**src/rtl/core/rbb_pkg.sv**
```systemverilog
// shared types and constants of the rgb box blur filter
package rbb_pkg;

  localparam int DEF_MAX_WIDTH  = 1024;
  localparam int DEF_MAX_RADIUS = 3;
  localparam int MAX_HEIGHT     = 4096;
  localparam int QBITS          = 8;

  localparam logic [10:0] RST_WIDTH  = 11'd640;
  localparam logic [12:0] RST_HEIGHT = 13'd480;
  localparam logic [1:0]  RST_RADIUS = 2'd2;

  typedef enum logic [1:0] {
    REG_WIDTH  = 2'd0,
    REG_HEIGHT = 2'd1,
    REG_RADIUS = 2'd2,
    REG_NONE   = 2'd3
  } reg_idx_t;

  typedef enum logic [2:0] {
    ST_IDLE,
    ST_SUM,
    ST_SUMEND,
    ST_DIVGO,
    ST_DIV,
    ST_PASS,
    ST_PCAP,
    ST_LOAD
  } blur_state_t;

endpackage

```
**src/rtl/core/rbb_div_cell.sv**
```systemverilog
// one restoring division step for three channels, registered
module rbb_div_cell #(
  parameter int SUM_W  = 14,
  parameter int AREA_W = 6,
  parameter int SHIFT  = 0
) (
  input  logic                   clk,
  input  logic                   rst_n,
  input  logic                   in_valid,
  input  logic [2:0][SUM_W-1:0]  in_rem,
  input  logic [2:0][rbb_pkg::QBITS-1:0] in_q,
  input  logic [AREA_W-1:0]      area,
  output logic                   out_valid,
  output logic [2:0][SUM_W-1:0]  out_rem,
  output logic [2:0][rbb_pkg::QBITS-1:0] out_q
);
  import rbb_pkg::*;

  logic [SUM_W+QBITS-1:0] dv;
  logic [2:0][SUM_W-1:0]  rem_nxt;
  logic [2:0][QBITS-1:0]  q_nxt;
  logic                   valid_r;
  logic [2:0][SUM_W-1:0]  rem_r;
  logic [2:0][QBITS-1:0]  q_r;

  assign dv = (SUM_W+QBITS)'(area) << SHIFT;

  always_comb begin
    for (int c = 0; c < 3; c++) begin
      if ((SUM_W+QBITS)'(in_rem[c]) >= dv) begin
        rem_nxt[c] = in_rem[c] - dv[SUM_W-1:0];
        q_nxt[c]   = {in_q[c][QBITS-2:0], 1'b1};
      end else begin
        rem_nxt[c] = in_rem[c];
        q_nxt[c]   = {in_q[c][QBITS-2:0], 1'b0};
      end
    end
  end

  always_ff @(posedge clk) begin
    if (!rst_n) begin
      valid_r <= 1'b0;
    end else begin
      valid_r <= in_valid;
    end
    rem_r <= rem_nxt;
    q_r   <= q_nxt;
  end

  assign out_valid = valid_r;
  assign out_rem   = rem_r;
  assign out_q     = q_r;
endmodule

```
**src/rtl/core/rbb_div_chain.sv**
```systemverilog
// row of division cells, one quotient bit per cell
module rbb_div_chain #(
  parameter int SUM_W  = 14,
  parameter int AREA_W = 6
) (
  input  logic                  clk,
  input  logic                  rst_n,
  input  logic                  in_valid,
  input  logic [2:0][SUM_W-1:0] in_sum,
  input  logic [AREA_W-1:0]     area,
  output logic                  out_valid,
  output logic [2:0][rbb_pkg::QBITS-1:0] out_q
);
  import rbb_pkg::*;

  logic [QBITS:0]                     v;
  logic [QBITS:0][2:0][SUM_W-1:0]     rem;
  logic [QBITS:0][2:0][QBITS-1:0]     q;

  assign v[0]   = in_valid;
  assign rem[0] = in_sum;
  assign q[0]   = '0;

  for (genvar k = 0; k < QBITS; k++) begin : g_cell
    rbb_div_cell #(
      .SUM_W (SUM_W),
      .AREA_W(AREA_W),
      .SHIFT (QBITS-1-k)
    ) u_cell (
      .clk      (clk),
      .rst_n    (rst_n),
      .in_valid (v[k]),
      .in_rem   (rem[k]),
      .in_q     (q[k]),
      .area     (area),
      .out_valid(v[k+1]),
      .out_rem  (rem[k+1]),
      .out_q    (q[k+1])
    );
  end

  assign out_valid = v[QBITS];
  assign out_q     = q[QBITS];
endmodule

```
**config.mk**
```make
export PLATFORM = sky130hd
export DESIGN_NAME = rbb_div_chain
export DESIGN_NICKNAME = d
export VERILOG_FILES = /design/src/rtl/core/rbb_pkg.sv /design/src/rtl/core/rbb_div_cell.sv /design/src/rtl/core/rbb_div_chain.sv
export SDC_FILE = /design/constraint.sdc
export NUM_CORES = 1
export LEC_CHECK = 0
export BUFFER_PORTS_ARGS = -buffer_cell sky130_fd_sc_hd__buf_2
export CAP_MARGIN = 10
export CORE_AREA = 2 2 186 188
export CTS_CLUSTER_SIZE = 40
export DETAILED_ROUTE_END_ITERATION = 10
export DIE_AREA = 0 0 188 190
export PLACE_DENSITY = 0.76
export SETUP_SLACK_MARGIN = 0.02
export SYNTH_ARGS = -nofsm -noshare
export SYNTH_HDL_FRONTEND = slang
export SYNTH_SLANG_ARGS = --single-unit
```
**constraint.sdc**
```tcl
create_clock -name clk -period 5.75 [get_ports clk]
set_input_delay 0.8625 -clock clk [delete_from_list [all_inputs] [get_ports clk]]
set_output_delay 0.8625 -clock clk [all_outputs]
set_load 0.005 [all_outputs]
```
# Word level (Yosys, flattened, before mapping)
# Index checks and enable logic that the tools add are counted.
# word_totals
output_inout_bits,25
in_bits,51
wordCells,143
ff_bits,410
# op_classes
order_cmp,24
add_sub_neg,21
n_mux,45
# op_table
op,count
14-bit 2-to-1 mux,21
14-bit by 10-bit >= comparator with 1-bit output,3
14-bit by 11-bit >= comparator with 1-bit output,3
14-bit by 12-bit >= comparator with 1-bit output,3
14-bit by 13-bit >= comparator with 1-bit output,3
14-bit by 6-bit >= comparator with 1-bit output,3
14-bit by 7-bit >= comparator with 1-bit output,3
14-bit by 8-bit >= comparator with 1-bit output,3
14-bit by 9-bit >= comparator with 1-bit output,3
14-bit by 10-bit subtractor with 14-bit output,3
14-bit by 11-bit subtractor with 14-bit output,3
14-bit by 12-bit subtractor with 14-bit output,3
14-bit by 13-bit subtractor with 14-bit output,3
14-bit by 7-bit subtractor with 14-bit output,3
14-bit by 8-bit subtractor with 14-bit output,3
14-bit by 9-bit subtractor with 14-bit output,3
1-bit 2-to-1 mux,24

# Longest topological paths before layout
# Gate-level depths: netlist of the first run.
# logic_depth
depth_word,2
ltp_mapped,11
ltp_nobuf,10

# By module
# Synthesis of the first run repeated with hierarchy kept, for this count alone.
# unflattened
hier_cells,2065
hier_area_um2,21847.2
# by_module_without_submodules
mod,seq_area_each_um2,cells_per_inst,n_inst,area_each_um2
rbb_div_cell (g_cell[6].u_cell),1341.3,275,1,2874.0
rbb_div_cell (g_cell[4].u_cell),1341.3,280,1,2816.5
rbb_div_cell (g_cell[7].u_cell),1341.3,275,1,2788.9
rbb_div_cell (g_cell[5].u_cell),1341.3,271,1,2762.6
rbb_div_cell (g_cell[1].u_cell),1341.3,236,1,2721.4
rbb_div_cell (g_cell[0].u_cell),1341.3,229,1,2668.8
rbb_div_cell (g_cell[3].u_cell),1341.3,247,1,2606.2
rbb_div_cell (g_cell[2].u_cell),1341.3,251,1,2605.0
rbb_div_chain,0.0,1,1,3.8

# Worst setup path after synthesis of the first run
# Ideal clock, no wire load.
# synth_timing
path_type,input to register
startpoint,in area[1]
endpoint,"reg g_cell[4].u_cell.rem_r, in the netlist g_cell[4].u_cell.out_rem[18]"
slack_ps,1990
required_time_ps,5629
path_buffers,0
t_arrival_ps,3639
cell_stages,8
setup_time_ps,121
path_cell_list,inv_1 -> ha_1 -> nor2b_1 -> o2111ai_1 -> a31oi_1 -> nand2b_1 -> nor4_4 -> mux2_2
# synth_lines
element,line_no,text
from (decl),rbb_div_chain.sv:10,"input logic [AREA_W-1:0] area,"
to (signal assigned),rbb_div_cell.sv:46,rem_r <= rem_nxt;
to (decl),rbb_div_cell.sv:23,logic [2:0][SUM_W-1:0] rem_r;

==> results of run 1 <==
## layout make-up
| cell class | instances | share of cell area |
|---|---|---|
| Clock buffer | 51 | 0.05851 |
| Clock inverter | 24 | 0.01520 |
| Inverter | 91 | 0.01729 |
| Multi-Input combinational cell | 1197 | 0.4432 |
| Sequential cell | 410 | 0.4154 |
| Tap cell | 455 | 0.02881 |
| Timing Repair Buffer | 82 | 0.02166 |
## stage by stage
step                hold slack [ps]  area (um^2)  setup slack (ps)
floorplan                     309.6        17360              1990
global placement              310.3        18300              1727
detailed placement            312.1        18300              1669
CTS                           324.6        19760              2184
global route                  329.0        19760              1933
finish                        324.0        19760              2200
## path summary, 6_finish.rpt
kind | start | endpoint | slack [ps] | cells past startpoint
setup / recovery | area[1] | g_cell[4].u_cell.out_rem[22] | 2200 | 10
hold reg to reg | g_cell[4].u_cell.out_q[4] | g_cell[5].u_cell.out_q[5] | 320 | 0
hold / removal | g_cell[4].u_cell.out_q[4] | g_cell[5].u_cell.out_q[5] | 320 | 0
setup reg to reg | g_cell[4].u_cell.out_rem[2] | g_cell[5].u_cell.out_rem[7] | 3120 | 9
## routing by layer
| layer | up-vias | track usage | routed length, um |
|---|---|---|---|
| li1 | 6336 | - | - |
| met1 | 5747 | 0.2372 | 15320 |
| met2 | 303 | 0.3307 | 16180 |
| met3 | 67 | 0.03394 | 1679 |
| met4 | 0 | 0.06360 | 860 |
| met5 | - | 0 | 0 |
## cells by family (layout without fill, tap and decap cells)
family	Yosys count	in the layout	share of synthesized area
and+or+nand+nor	477	477	0.1453
xor gates and xnor gates	106	106	0.05347
muxes	53	53	0.03365
AOI/OAI and AO/OA	396	396	0.1428
DFF	410	410	0.4727
adders and majority gates	165	165	0.1280
buffers and inverters	104	248	0.02407
## power groups by stage
stage	Clock, mW	Sequential, mW	Combinational, mW
2_1_floorplan	0	4.19	2.86
3_3_place_gp	0	4.35	3.39
3_5_place_dp	0	4.38	3.51
4_1_cts	2.85	4.32	3.55
5_1_grt	2.97	4.43	4.00
6_report	2.79	4.33	3.57
## state kept, by name, summed over array words and instances (netlist names)
signal,flops
g_cell.u_cell.out_q,108
g_cell.u_cell.out_valid,8
g_cell.u_cell.out_rem,294
## cells in the final DEF, fill, tap and decap left out, types with 6 or more instances in the layout
cell type   count
buf_4           7
nand2_1       109
xnor2_1        65
dfxtp_1       410
nand2b_1       35
clkinvlp_4      6
bufinv_16       6
mux2_2         35
or4_1           8
nor4b_1         7
xor2_1         41
nor4_1         29
nor2b_1        32
o21bai_1       12
nand4b_1       12
nor2_1        104
ha_1          144
a211oi_1       14
nand4_1        11
fa_1           21
a21o_1         28
o31ai_1        28
buf_2          75
mux2i_1        16
o21ai_0       127
nand3_1        17
o31a_1         13
a31oi_1         6
inv_1          87
clkbuf_16      43
nor3_1         51
o21a_1         39
clkinv_2        8
and2_1         20
nand3b_1        9
a21oi_1        93
==> impl_metrics.env, run 1 <==
export IMPL_status="finished clean"
export IMPL_p_switching_mw=3.529
export IMPL_final_min_clock_period_ps=3550
export IMPL_cts_tree="built"
export IMPL_switching_share=0.3304
export IMPL_hold_violations=0
export IMPL_synth_nets=1927
export IMPL_crit_path_end_kind="flip-flop"
export IMPL_antenna_found_initial=0
export IMPL_ys_seq_elements=410
export IMPL_die_area_um2=35720
export IMPL_synth_edf_count=0
export IMPL_grt_pass1_wl_um=56500
export IMPL_drt_iter0_markers=627
export IMPL_drive_gt1_frac=0.1154
export IMPL_placed_cells=2235
export IMPL_finalMaxSlewViolations=0
export IMPL_required_ps=6160
export IMPL_synthTopCellsByArea="dfxtp_1 47%, ha_1 10%, o21ai_0 3.7%"
export IMPL_p_comb_frac=0.334
export IMPL_crit_path_start_kind="input port"
export IMPL_area_growth_pct=13.80
export IMPL_ios=76
export IMPL_die_w_um=188
export IMPL_cp_buffers_inverters=3
export IMPL_wl_per_cell_um=14.73
export IMPL_synthTopCellsByCount="410 x dfxtp_1, 144 x ha_1, 127 x o21ai_0"
export IMPL_synth_cell_types=68
export IMPL_cts_resized=0
export IMPL_fin_setup_tns_ps=0
export IMPL_nNetsFinal=2040
export IMPL_cp_max_fo=31
export IMPL_insertedDiodeCount=0
export IMPL_syn_area_per_cell_um2=10.15
export IMPL_max_stage_delay_ps=700
export IMPL_seq_area_um2=8208
export IMPL_cts_hold_buffers_added=0
export IMPL_p_int_mw=7.151
export IMPL_finalSetupViolations=0
export IMPL_yosysWarnings=0
export IMPL_post_route_drc_count=0
export IMPL_worstMarginPinSlew_ps=968.5
export IMPL_seqPwrFrac=0.405
export IMPL_rsz0062_at_grt="false"
export IMPL_cts_root_buffer="clkbuf_16"
export IMPL_first_global_vias=12133
export IMPL_fp_coreArea_um2=33950
export IMPL_p_per_area_nw_per_um2=540.5
export IMPL_place_hpwl_um=24680
export IMPL_rows=68
export IMPL_synth_most_common_cell="dfxtp_1"
export IMPL_async_flop_share=0
export IMPL_worstSetupPathType="input port to flip-flop"
export IMPL_total_power_mw=10.68
export IMPL_peakVddDrop_uv=243.4
export IMPL_clkTransAtPathRegs_ps=60
export IMPL_synth_top_area_share=0.4727
export IMPL_grt_usage=0.1896
export IMPL_crit_arrival_ps=3960
export IMPL_cts_buffer_depth=3
export IMPL_place_congestion=0.8883
export IMPL_cp_slowest_cell="inv_2"
export IMPL_die_y_um=190
export IMPL_slew_headroom=0.3490
export IMPL_crit_family="buffers and inverters"
export IMPL_cts_sinks=410
export IMPL_dr_pass1_iters=5
export IMPL_ant_nets=0
export IMPL_fin_skew_ps=14.69
export IMPL_yosysTopAreaCell="dfxtp_1"
export IMPL_fillerInstances=2851
export IMPL_postCtsSetupRepairBufs=0
export IMPL_htree_levels=2
export IMPL_initial_utilization=0.5115
export IMPL_post_drt_via_cell_ratio=5.391
export IMPL_syn_inst=1711
export IMPL_fin_cells=2310
export IMPL_multiInputGateArea_um2=8757
export IMPL_pwr_share_clk=0.261
export IMPL_grt_max_degree=32
export IMPL_worstSkewPairLatency_ps=530
export IMPL_power_leakage_nw=8.267
export IMPL_fin_util=0.5821
export IMPL_grt_ovfl_total=0
export IMPL_routed_wl_um=34030
export IMPL_final_min_period_over_clock_period=0.6173
export IMPL_yosysSeqAreaShare=0.4727
export IMPL_drv_cap=0
export IMPL_netlist_area_um2=17360
export IMPL_vias=12453
export IMPL_crit_chain="buf_2 -> inv_2 -> buf_4 -> ha_1 -> nor2b_1 -> o2111ai_1 -> a31oi_1 -> nand2b_1 -> nor4_4 -> mux2_2"
export IMPL_hp_class="flip-flop to flip-flop"
export IMPL_cts_buffers_inserted=42
export IMPL_fmax_ghz=0.2817
export IMPL_portBuffers=75
export IMPL_synth_top_flop_cell="dfxtp_1"
(Power assumes the default switching activity.)
==> run 2: changes to the inputs <==
--- a/config.mk
+++ b/config.mk
@@ -11,7 +11,7 @@
 export CTS_CLUSTER_SIZE = 40
 export DETAILED_ROUTE_END_ITERATION = 10
 export DIE_AREA = 0 0 188 190
-export PLACE_DENSITY = 0.76
+export PLACE_DENSITY = 0.78
 export SETUP_SLACK_MARGIN = 0.02
 export SYNTH_ARGS = -nofsm -noshare
 export SYNTH_HDL_FRONTEND = slang
==> constraint.sdc (replaced) <==
create_clock -name clk -period 3.2 [get_ports clk]
set_input_delay 0.48 -clock clk [delete_from_list [all_inputs] [get_ports clk]]
set_output_delay 0.48 -clock clk [all_outputs]
set_load 0.005 [all_outputs]
==> impl_metrics.env, run 2 (synthesis results as in run 1) <==
export IMPL_finalSetupViolations=0
export IMPL_wl_per_cell_um=15.03
export IMPL_highest_layer="met4"
export IMPL_initial_utilization=0.5115
export IMPL_worstSetupPathType="input port to flip-flop"
export IMPL_die_y_um=190
export IMPL_hp_class="input port to flip-flop"
export IMPL_crit_path_start_kind="input port"
export IMPL_power_leakage_nw=8.369
export IMPL_required_ps=3620
export IMPL_total_power_mw=18.95
export IMPL_final_min_period_over_clock_period=0.7876
export IMPL_cp_max_fo=9
export IMPL_cp_slowest_cell="nor4_4"
export IMPL_drt_iter0_markers=878
export IMPL_cts_buffer_depth=3
export IMPL_hold_ws_ps=50.40
export IMPL_mostFrequentLayoutCell="dfxtp_1"
export IMPL_crit_chain="buf_2 -> clkinvlp_4 -> ha_1 -> nor2b_1 -> o2111ai_1 -> a31oi_1 -> nand2b_1 -> nor4_4 -> mux2_2"
export IMPL_cts_hold_buffers_added=0
export IMPL_ant_nets=0
export IMPL_fin_setup_tns_ps=0
export IMPL_crit_arrival_ps=2940
export IMPL_die_w_um=188
export IMPL_post_drt_via_cell_ratio=5.375
export IMPL_grt_usage=0.1979
export IMPL_first_global_vias=12380
export IMPL_finalMaxSlewViolations=0
export IMPL_cts_tree="built"
export IMPL_worstSkewPairLatency_ps=540
export IMPL_place_congestion=0.9186
export IMPL_status="finished clean"
export IMPL_cp_buffers_inverters=2
export IMPL_slew_headroom=0.5305
export IMPL_cts_buffers_inserted=42
export IMPL_drive_gt1_frac=0.1230
export IMPL_nNetsFinal=2064
export IMPL_postCtsSetupRepairBufs=0
export IMPL_fillerInstances=2826
export IMPL_seq_area_um2=8208
export IMPL_p_per_area_nw_per_um2=953.6
export IMPL_crit_path_end_kind="flip-flop"
export IMPL_cts_root_buffer="clkbuf_16"
export IMPL_insertedDiodeCount=0
export IMPL_place_hpwl_um=26030
export IMPL_vias=12539
export IMPL_grt_pass1_wl_um=58660
export IMPL_grt_ovfl_total=0
export IMPL_final_min_clock_period_ps=2520
export IMPL_met2_length_um=16430
export IMPL_hold_violations=0
export IMPL_max_stage_delay_ps=520
export IMPL_ios=76
export IMPL_area_growth_pct=14.48
export IMPL_cts_resized=0
export IMPL_cts_sinks=410
export IMPL_fin_skew_ps=29.08
export IMPL_die_area_um2=35720
export IMPL_post_route_drc_count=0
export IMPL_met3_length_um=1596
export IMPL_worstMarginPinSlew_ps=686.5
export IMPL_portBuffers=75
export IMPL_largest_register_ffs=294
export IMPL_fp_coreArea_um2=33950
export IMPL_crit_family="simple AND/OR/NAND/NOR gates"
export IMPL_wl_met1_um=16130
export IMPL_fin_util=0.5855
export IMPL_antenna_found_initial=0
export IMPL_routed_wl_um=35070
export IMPL_grt_max_degree=19
export IMPL_clkTransAtPathRegs_ps=60
export IMPL_fmax_ghz=0.3968
export IMPL_dr_pass1_iters=6
export IMPL_mostFrequentLayoutCells="410 x dfxtp_1, 144 x ha_1, 127 x o21ai_0"
export IMPL_htree_levels=2
export IMPL_drv_cap=0
export IMPL_rows=68
export IMPL_peakVddDrop_uv=486.9
export IMPL_rsz0062_at_grt="false"
export IMPL_multiInputGateArea_um2=8757
-- run 2: path summary, 6_finish.rpt --
check / from / endpoint / slack, ps / cells after the start
worst max-delay path: area[1] / g_cell[4].u_cell.out_rem[18] / 680 / 9
worst min-delay path: in_sum[0] / g_cell[0].u_cell.out_rem[0] / 50 / 1
worst max register to register: g_cell[3].u_cell.out_rem[18] / g_cell[4].u_cell.out_rem[18] / 710 / 7
worst min register to register: g_cell[5].u_cell.out_q[18] / g_cell[6].u_cell.out_q[19] / 320 / 0
-- run 2: layout make-up --
cell class                 instances  share of cell area
clock buffer                      57             0.05873
clock inverter                    17            0.008057
inverter                          91             0.01737
multi-input combinational       1197              0.4405
sequential                       410              0.4129
tap                              455             0.02864
timing repair buffer             106             0.03374
-- run 2: metrics by stage --
stage / setup slack [ps] / cells / instance area, um^2
5_1_grt: 484.7 / 2333 / 19880
2_1_floorplan: 41.51 / 1711 / 17370
6_report: 679.6 / 2333 / 19880
3_3_place_gp: 189.6 / 2259 / 18550
3_5_place_dp: 146.7 / 2259 / 18550
4_1_cts: 711.0 / 2333 / 19880
-- run 2: where the power goes --
group          leakage (nW)  internal [mW]  total [mW]  switching [mW]
combinational          4.27           3.11        6.49            3.37
sequential             3.44           6.74        7.83            1.09
clock                 0.665           2.73        4.64            1.91
-- run 2: routing by layer --
| layer | global-route usage | vias up |
|---|---|---|
| met2 | 0.3395 | 309 |
| met1 | 0.2580 | 5772 |
| li1 | - | 6388 |
| met5 | 0 | - |
| met4 | 0.05996 | 0 |
| met3 | 0.03007 | 70 |
